## src/hw/rtl/ffpa_pkg.sv

```systemverilog
package ffpa_pkg;

    // Default geometry of the pool.
    localparam int POOL_WORDS_DEF   = 1024;
    localparam int HEADER_WORDS_DEF = 1;
    localparam int WORD_BYTES_DEF   = 8;

    // Fixed field widths of the two channels.
    localparam int OP_W    = 2;
    localparam int REQ_W   = 14;
    localparam int PADDR_W = 10;
    localparam int AADDR_W = 10;
    localparam int LB_W    = 14;

    // Width of the rounded request (request plus word size minus one).
    localparam int NEED_W      = REQ_W + 1;
    // Shift of the reciprocal used to divide by the word size.
    localparam int RECIP_SHIFT = NEED_W;

    typedef enum logic [OP_W-1:0] {
        OP_ALLOC   = 2'd0,
        OP_FREE    = 2'd1,
        OP_LARGEST = 2'd2,
        OP_RSVD    = 2'd3
    } op_t;

    typedef enum logic [1:0] {
        ST_OK       = 2'd0,
        ST_NOSPACE  = 2'd1,
        ST_NOTALLOC = 2'd2
    } status_t;

    typedef struct packed {
        op_t                op;
        logic [REQ_W-1:0]   request_bytes;
        logic [PADDR_W-1:0] payload_addr;
    } cmd_t;

    typedef struct packed {
        status_t            status;
        logic [AADDR_W-1:0] alloc_addr;
        logic [LB_W-1:0]    largest_bytes;
    } res_t;

endpackage

```

## src/hw/rtl/ffpa_walker.sv

```systemverilog
module ffpa_walker #(
    parameter int POOL_WORDS   = ffpa_pkg::POOL_WORDS_DEF,
    parameter int HEADER_WORDS = ffpa_pkg::HEADER_WORDS_DEF,
    parameter int WORD_BYTES   = ffpa_pkg::WORD_BYTES_DEF,
    parameter int AW           = $clog2(POOL_WORDS),
    parameter int HW_W         = AW + 2
) (
    input  logic                   aclk,
    input  logic                   aresetn,
    input  logic                   start,
    input  ffpa_pkg::cmd_t         cmd,
    output logic                   idle,
    output logic                   done,
    input  logic                   res_free,
    output ffpa_pkg::res_t         res,
    output logic                   rd_en,
    output logic [AW-1:0]          rd_addr,
    input  logic signed [HW_W-1:0] rd_data,
    output logic                   wr_en,
    output logic [AW-1:0]          wr_addr,
    output logic signed [HW_W-1:0] wr_data
);

    localparam int NX    = ffpa_pkg::NEED_W;
    localparam int RS    = ffpa_pkg::RECIP_SHIFT;
    localparam int RECIP = (1 << RS) / WORD_BYTES;
    localparam int CW    = (HW_W > NX + 1) ? HW_W : NX + 1;
    localparam int IW    = (HW_W > ffpa_pkg::PADDR_W + 1) ? HW_W : ffpa_pkg::PADDR_W + 1;
    localparam int LW    = (HW_W + 4 > ffpa_pkg::LB_W) ? HW_W + 4 : ffpa_pkg::LB_W;
    localparam int AAW   = (HW_W > ffpa_pkg::AADDR_W) ? HW_W : ffpa_pkg::AADDR_W;

    localparam logic [HW_W-1:0] POOL_END = HW_W'(POOL_WORDS);

    typedef enum logic [12:0] {
        S_IDLE  = 13'b0000000000001,
        S_NMUL  = 13'b0000000000010,
        S_NFIX  = 13'b0000000000100,
        S_FCHK  = 13'b0000000001000,
        S_HRD   = 13'b0000000010000,
        S_HCHK  = 13'b0000000100000,
        S_MRD   = 13'b0000001000000,
        S_MCHK  = 13'b0000010000000,
        S_MEND  = 13'b0000100000000,
        S_SPLIT = 13'b0001000000000,
        S_CLAIM = 13'b0010000000000,
        S_FIN   = 13'b0100000000000,
        S_RESP  = 13'b1000000000000
    } state_t;

    state_t                 state_reg, state_next;
    ffpa_pkg::op_t          op_reg, op_next;
    logic [NX-1:0]          x_reg, x_next;
    logic [NX-1:0]          q_reg, q_next;
    logic [NX-1:0]          need_reg, need_next;
    logic [AW-1:0]          idx_reg, idx_next;
    logic [HW_W-1:0]        pos_reg, pos_next;
    logic [HW_W-1:0]        mpos_reg, mpos_next;
    logic [HW_W-1:0]        h_reg, h_next;
    logic [HW_W-1:0]        best_reg, best_next;
    ffpa_pkg::res_t         res_reg, res_next;

    // Shared position adder: every step along the chain goes through it.
    logic [HW_W-1:0]        add_a, add_b, add_sum;

    logic [2*NX-1:0]        prod;
    logic [NX-1:0]          rem;
    logic [IW-1:0]          pa_ext, free_idx;
    logic                   free_ok;
    logic                   h_pos;
    logic [HW_W-1:0]        h_abs, h_mag;
    logic                   h_ge_need;
    logic [HW_W-1:0]        merge_end, merge_total;
    logic                   total_ge_need;
    logic [CW-1:0]          split_pos;
    logic                   split_ok;
    logic [LW-1:0]          largest_w;
    logic [AAW-1:0]         addr_w;

    assign add_sum = add_a + add_b;

    assign prod = (2*NX)'(x_reg) * (2*NX)'(RECIP);
    assign rem  = x_reg - NX'(q_reg * NX'(WORD_BYTES));

    assign pa_ext   = IW'(cmd.payload_addr);
    assign free_idx = pa_ext - IW'(HEADER_WORDS);
    assign free_ok  = (pa_ext > IW'(HEADER_WORDS)) && (free_idx < IW'(POOL_WORDS));

    assign h_pos     = !rd_data[HW_W-1] && (rd_data != '0);
    assign h_abs     = rd_data[HW_W-1] ? HW_W'(-rd_data) : HW_W'(rd_data);
    assign h_mag     = (rd_data == '0) ? HW_W'(1) : h_abs;
    assign h_ge_need = signed'(CW'(rd_data)) >= signed'(CW'(need_reg));

    assign merge_end     = (mpos_reg >= POOL_END) ? POOL_END : mpos_reg;
    assign merge_total   = merge_end - pos_reg;
    assign total_ge_need = CW'(merge_total) >= CW'(need_reg);

    assign split_pos = CW'(pos_reg) + CW'(need_reg);
    assign split_ok  = (CW'(need_reg) < CW'(h_reg)) && (split_pos < CW'(POOL_WORDS));

    assign largest_w = LW'(best_reg - HW_W'(HEADER_WORDS)) * LW'(WORD_BYTES);
    assign addr_w    = AAW'(pos_reg) + AAW'(HEADER_WORDS);

    always_comb begin
        state_next = state_reg;
        op_next    = op_reg;
        x_next     = x_reg;
        q_next     = q_reg;
        need_next  = need_reg;
        idx_next   = idx_reg;
        pos_next   = pos_reg;
        mpos_next  = mpos_reg;
        h_next     = h_reg;
        best_next  = best_reg;
        res_next   = res_reg;
        rd_en      = 1'b0;
        rd_addr    = pos_reg[AW-1:0];
        wr_en      = 1'b0;
        wr_addr    = pos_reg[AW-1:0];
        wr_data    = rd_data;
        add_a      = pos_reg;
        add_b      = h_mag;
        done       = 1'b0;

        unique case (state_reg)
            S_IDLE: begin
                if (start) begin
                    op_next                = cmd.op;
                    x_next                 = NX'(cmd.request_bytes) + NX'(WORD_BYTES - 1);
                    pos_next               = HW_W'(1);
                    best_next              = '0;
                    idx_next               = free_idx[AW-1:0];
                    res_next.status        = ffpa_pkg::ST_OK;
                    res_next.alloc_addr    = '0;
                    res_next.largest_bytes = '0;
                    unique case (cmd.op)
                        ffpa_pkg::OP_ALLOC: begin
                            state_next = S_NMUL;
                        end
                        ffpa_pkg::OP_FREE: begin
                            if (free_ok) begin
                                rd_en      = 1'b1;
                                rd_addr    = free_idx[AW-1:0];
                                state_next = S_FCHK;
                            end else begin
                                res_next.status = ffpa_pkg::ST_NOTALLOC;
                                state_next      = S_RESP;
                            end
                        end
                        ffpa_pkg::OP_LARGEST: begin
                            state_next = S_HRD;
                        end
                        ffpa_pkg::OP_RSVD: begin
                            state_next = S_RESP;
                        end
                    endcase
                end
            end
            S_NMUL: begin
                // The reciprocal estimate is exact or one below the quotient.
                q_next     = prod[RS+NX-1:RS];
                state_next = S_NFIX;
            end
            S_NFIX: begin
                need_next  = q_reg + NX'(rem >= NX'(WORD_BYTES)) + NX'(HEADER_WORDS);
                state_next = S_HRD;
            end
            S_FCHK: begin
                if (!rd_data[HW_W-1]) begin
                    res_next.status = ffpa_pkg::ST_NOTALLOC;
                end else begin
                    wr_en   = 1'b1;
                    wr_addr = idx_reg;
                    wr_data = -rd_data;
                end
                state_next = S_RESP;
            end
            S_HRD: begin
                if (pos_reg >= POOL_END) begin
                    state_next = S_FIN;
                end else begin
                    rd_en      = 1'b1;
                    state_next = S_HCHK;
                end
            end
            S_HCHK: begin
                if ((op_reg == ffpa_pkg::OP_ALLOC) && h_ge_need) begin
                    h_next     = rd_data;
                    state_next = S_SPLIT;
                end else if (h_pos) begin
                    mpos_next  = add_sum;
                    state_next = S_MRD;
                end else begin
                    pos_next   = add_sum;
                    state_next = S_HRD;
                end
            end
            S_MRD: begin
                if (mpos_reg >= POOL_END) begin
                    state_next = S_MEND;
                end else begin
                    rd_en      = 1'b1;
                    rd_addr    = mpos_reg[AW-1:0];
                    state_next = S_MCHK;
                end
            end
            S_MCHK: begin
                if (h_pos) begin
                    add_a      = mpos_reg;
                    add_b      = rd_data;
                    mpos_next  = add_sum;
                    state_next = S_MRD;
                end else begin
                    state_next = S_MEND;
                end
            end
            S_MEND: begin
                wr_en   = 1'b1;
                wr_data = signed'(merge_total);
                if ((op_reg == ffpa_pkg::OP_ALLOC) && total_ge_need) begin
                    h_next     = merge_total;
                    state_next = S_SPLIT;
                end else begin
                    pos_next = merge_end;
                    if (merge_total > best_reg) begin
                        best_next = merge_total;
                    end
                    state_next = S_HRD;
                end
            end
            S_SPLIT: begin
                if (split_ok) begin
                    wr_en   = 1'b1;
                    wr_addr = split_pos[AW-1:0];
                    wr_data = signed'(h_reg - HW_W'(need_reg));
                end
                state_next = S_CLAIM;
            end
            S_CLAIM: begin
                wr_en               = 1'b1;
                wr_data             = signed'(HW_W'(-HW_W'(need_reg)));
                res_next.alloc_addr = addr_w[ffpa_pkg::AADDR_W-1:0];
                state_next          = S_RESP;
            end
            S_FIN: begin
                if (op_reg == ffpa_pkg::OP_ALLOC) begin
                    res_next.status = ffpa_pkg::ST_NOSPACE;
                end else if (best_reg > HW_W'(HEADER_WORDS)) begin
                    res_next.largest_bytes = largest_w[ffpa_pkg::LB_W-1:0];
                end
                state_next = S_RESP;
            end
            S_RESP: begin
                done = 1'b1;
                if (res_free) begin
                    state_next = S_IDLE;
                end
            end
            default: begin
                state_next = S_IDLE;
            end
        endcase
    end

    always_ff @(posedge aclk) begin
        if (!aresetn) begin
            state_reg <= S_IDLE;
        end else begin
            state_reg <= state_next;
        end
    end

    always_ff @(posedge aclk) begin
        op_reg   <= op_next;
        x_reg    <= x_next;
        q_reg    <= q_next;
        need_reg <= need_next;
        idx_reg  <= idx_next;
        pos_reg  <= pos_next;
        mpos_reg <= mpos_next;
        h_reg    <= h_next;
        best_reg <= best_next;
        res_reg  <= res_next;
    end

    assign idle = (state_reg == S_IDLE);
    assign res  = res_reg;

endmodule

```

## config.mk

```make
export PLATFORM = sky130hd
export DESIGN_NAME = ffpa_walker
export DESIGN_NICKNAME = d
export VERILOG_FILES = /design/src/hw/rtl/ffpa_pkg.sv /design/src/hw/rtl/ffpa_walker.sv
export SDC_FILE = /design/constraint.sdc
export NUM_CORES = 1
export LEC_CHECK = 0
export ABC_AREA = 1
export BUFFER_PORTS_ARGS = -buffer_cell sky130_fd_sc_hd__buf_2
export CORE_UTILIZATION = 44
export CTS_BUF_LIST = sky130_fd_sc_hd__clkbuf_8
export DETAILED_ROUTE_END_ITERATION = 10
export MAX_ROUTING_LAYER = met4
export PLACE_DENSITY_LB_ADDON = 0.25
export SLEW_MARGIN = 15
export SYNTH_ARGS = -nofsm -noshare
export SYNTH_HDL_FRONTEND = slang
export SYNTH_SLANG_ARGS = --single-unit
```

## constraint.sdc

```tcl
create_clock -name aclk -period 9.4 [get_ports aclk]
set_clock_uncertainty 0.2 [all_clocks]
set_input_delay 0 -clock aclk [delete_from_list [all_inputs] [get_ports aclk]]
set_output_delay 0 -clock aclk [all_outputs]
set_load 0.05 [all_outputs]
```

==> flow_summary_export.csv <==
group,metric,value,unit
synth,synthFlopType,"edfxtp_1",
critical_path,end_kind,"register",
synth,avgSynthCellArea,7.53,um^2
min_path,whs_endpoint,"x_reg[9]$_DFFE_PP_",
route,via_per_inst,5.57,
global_route,gr-total-overflow,0,
synth,ys_types,50,
global_route,grt_pass1_wl,59300,um
layout,post-route-cell-area,0.0134,mm^2
die,rows,59,
placement,gp_congestion,0.969,
route,drtIter0Drc,1175,
layout,ff_latch_area,0.00386,mm^2
layout,syn_to_final_growth,15.7,%
run,maxCapViolCount,0,
critical_path,critPathMostFrequentCell,"nand2_1",
placement,dp_hpwl,29900,um
die,die_h,164,um
critical_path,regToRegSetupSlack,4.40,ns
global_route,antenna_found_initial,0,
critical_path,critPathMaxFanout,13,
sta,rsz0062_at_grt,"no",
critical_path,reg2reg_from,"mpos_reg[11]$_DFFE_PP_",
clock_tree,clk_pin_slew,0.09,ns
critical_path,cp_slowest_cell,"edfxtp_1",
critical_path,path_cells,"nor2_1 -> nand2_1 -> ha_1 -> fa_1 -> inv_1 -> nand3_1 -> nand2_1 -> nand4_1 -> nand2_1 -> xor2_1 -> inv_1 -> ha_1 -> a21oi_1 -> o21ai_0 -> a22oi_1 -> nand3b_1 -> nand3_1 -> nand2_1 -> nor4_2 -> buf_4",
clock_tree,cts_root_buffer,"clkbuf_8",
sta,setup_tns,0,ns
clock_tree,clock_latency,0.47,ns
sta,final-hold-violation-count,0,
critical_path,ff2ff_path_depth,20,
layout,fillers,2566,
synth,synth_edf_count,120,
sta,setup_slack,4.40,ns
clock_tree,cts_made_buffers,17,
sta,slew_viol_final,0,
global_route,grt_use_total,0.301,
route,dr.pass1.iters,5,
clock_tree,cts_sinks,133,
critical_path,worstPathArrival,4.96,ns
critical_path,crit_path_max_incr_delay,0.42,ns
critical_path,r2r_end,"pos_reg[9]$_DFFE_PP_",
route,antenna_left,0,
die,dieArea,0.0270,mm^2
global_route,grt_max_degree,30,
layout,n_antenna_cell,0,
clock_tree,cts_tree,"yes",
sta,period_minus_slack,5.00,ns
die,dieWidth,164,um
route,vias,11400,
placement,dpl_cell_area,0.0125,mm^2
synth,synth_area,0.0116,mm^2
synth,ys_warn_count,0,
placement,preCtsSetupSlack,4.44,ns
sta,setup_viol,0,
clock_tree,h-tree-depth,4,
clock_tree,clk_path_buf_depth,2,
sta,max_freq,200,MHz
route,wl_per_cell,19.0,um
synth,synthCells,1542,
global_route,grt_pass1_vias,10600,
die,core,0.0260,mm^2
synth,ys_seq_area_frac,0.333,
layout,largest_reg_flops,23,
power_and_ir_drop,p_leak,6.33,nW
sta,maxSlewHeadroom,0.356,
route,routed_wl,38700,um
sta,worst_slew_pin_slew,0.965,ns
die,ioPinCount,104,
route,drc,0,
min_path,holdCritStartpoint,"cmd[12]",
layout,drive_gt1_frac,0.0996,
synth,synth_seq_cells,133,
critical_path,start_kind,"register",
status,status,"finished clean",
clock_tree,cts_setup_buffers,0,
synth,synth_async_sr_flop_share,0,
layout,layout.nets,1856,
power_and_ir_drop,powerDensity,173,mW/mm^2
min_path,worst_hold_path_type,"input port to register",
placement,io_buffers,100,
layout,multi_input_area,0.00668,mm^2
min_path,hold_path_depth,5,
critical_path,critPathRequiredTime,9.35,ns
critical_path,worst-setup-path-type,"register to register",
power_and_ir_drop,vdd_ir_drop_max,0.126,mV
die,start_util,0.447,
sta,period_share,0.532,
==> routing by layer <==
layer,share of wire,track usage,vias to the layer above,wire [um]
li1,-,-,5496,-
met1,0.45,0.397,5324,17300
met2,0.46,0.480,477,17800
met3,0.066,0.0387,77,2540
met4,0.029,0.0951,0,1110
met5,0,-,-,0
==> metrics by stage <==
| step | cells | utilization | hold slack (ns) | power, mW |
|---|---|---|---|---|
| final | 2042 | 0.517 | 0.0194 | 2.32 |
| after global routing | 2042 | 0.517 | 0.0902 | 2.44 |
| after CTS | 2042 | 0.517 | 0.0129 | 2.31 |
| after detailed placement | 1955 | 0.479 | 0.0198 | 1.76 |
| after global placement | 1955 | 0.479 | 0.0213 | 1.76 |
| after floorplan | 1544 | - | -0.120 | 1.49 |
==> cells in the final DEF (no fill, tap or decap), types with 4 or more instances in the layout <==
cell type      count
buf_2            100
a22oi_1            8
or2_2              4
clkbuf_8          17
edfxtp_1         120
a211oi_1           5
a31oi_1            6
nand3_1          108
o211ai_1          21
nor2_2             8
dlygate4sd3_1     56
o221ai_1           4
nor2_1           147
ha_1             114
xnor2_1           19
a21oi_1           94
nor4_1            12
nor3_1            36
o21bai_1          18
inv_1            239
nand4_1           33
a22o_1             4
dfxtp_1           13
clkinv_4           4
inv_2              7
buf_4              8
nand2_1          307
fa_1               5
o21ai_0           77
xor2_1            61
==> synth_stat cells (2+ instances only) <==
cell type,number,share of area
a211oi_1,5,0.0032
a21o_1,3,0.0019
a21oi_1,94,0.041
a221oi_1,2,0.0015
a22o_1,4,0.0030
a22oi_1,8,0.0052
a31oi_1,6,0.0032
buf_2,12,0.0052
buf_4,6,0.0039
clkbuf_1,13,0.0042
clkinv_1,3,0.00097
dfxtp_1,13,0.022
edfxtp_1,120,0.31
fa_1,5,0.0086
ha_1,114,0.12
inv_1,238,0.077
inv_2,7,0.0023
nand2_1,307,0.099
nand2_2,2,0.0011
nand3_1,108,0.047
nand3b_1,3,0.0019
nand4_1,33,0.018
nor2_1,148,0.048
nor2_2,7,0.0038
nor2_4,2,0.0019
nor3_1,37,0.016
nor3_2,2,0.0017
nor3_4,2,0.0028
nor3b_1,2,0.0013
nor4_1,13,0.0070
o211ai_1,21,0.014
o21ai_0,77,0.033
o21ai_1,3,0.0013
o21bai_1,18,0.012
o221ai_1,4,0.0030
o22ai_1,3,0.0016
o31ai_1,3,0.0019
or2_2,4,0.0022
xnor2_1,19,0.014
xor2_1,61,0.046
==> worst max path at each step <==
stage                                       to  depth (start not counted)              startpoint  slack (ns)
final                     pos_reg[9]$_DFFE_PP_                         20  mpos_reg[11]$_DFFE_PP_        4.40
after global routing      pos_reg[9]$_DFFE_PP_                         20  mpos_reg[11]$_DFFE_PP_        3.97
after CTS                 pos_reg[9]$_DFFE_PP_                         20  mpos_reg[11]$_DFFE_PP_        4.41
after detailed placement  pos_reg[7]$_DFFE_PP_                         20  mpos_reg[11]$_DFFE_PP_        4.44
after global placement    pos_reg[7]$_DFFE_PP_                         20  mpos_reg[11]$_DFFE_PP_        4.59
after floorplan           pos_reg[0]$_DFFE_PP_                         22  mpos_reg[11]$_DFFE_PP_        4.37
==> cell families (layout without fill, tap and decap cells) <==
logic type               after synthesis  after routing  synth area share
adder cells (fa/ha/maj)              119            119             0.131
AO/OA/AOI/OAI                        256            256             0.128
flip-flops                           133            133             0.333
XOR/XNOR                              80             80            0.0603
AND/OR/NAND/NOR                      672            672             0.253
other                                  1              3          0.000323
buffers and inverters                281            444            0.0943
==> worst max-delay path: cells and delay by family, from the launching register on <==
family	cells	cell delay, ns
xor gates and xnor gates	1	0.26
adders and majority gates	3	1.01
AOI/OAI and AO/OA	3	0.38
DFF	1	0.42
and+or+nand+nor	10	1.96
buffers and inverters	3	0.47
==> power by group <==
part           total (mW)  switching, mW  internal (mW)  leakage [nW]
Combinational        1.01          0.720          0.294          4.89
Clock               0.529          0.264          0.265         0.202
Sequential          0.777         0.0464          0.731          1.24
==> layout make-up <==
type / instances / share of cell area
clock buffer: 17 / 0.0174
clock inverter: 14 / 0.0134
multi-input combinational: 1130 / 0.497
sequential: 133 / 0.288
inverter: 249 / 0.0698
timing repair buffer: 164 / 0.0835
tap: 335 / 0.0312
==> timing repair <==
item                      CTS  global route
gates resized for setup     0             0
hold endpoints to repair   56             0
hold buffers               56             0
Power figures use the tool's default switching activity.
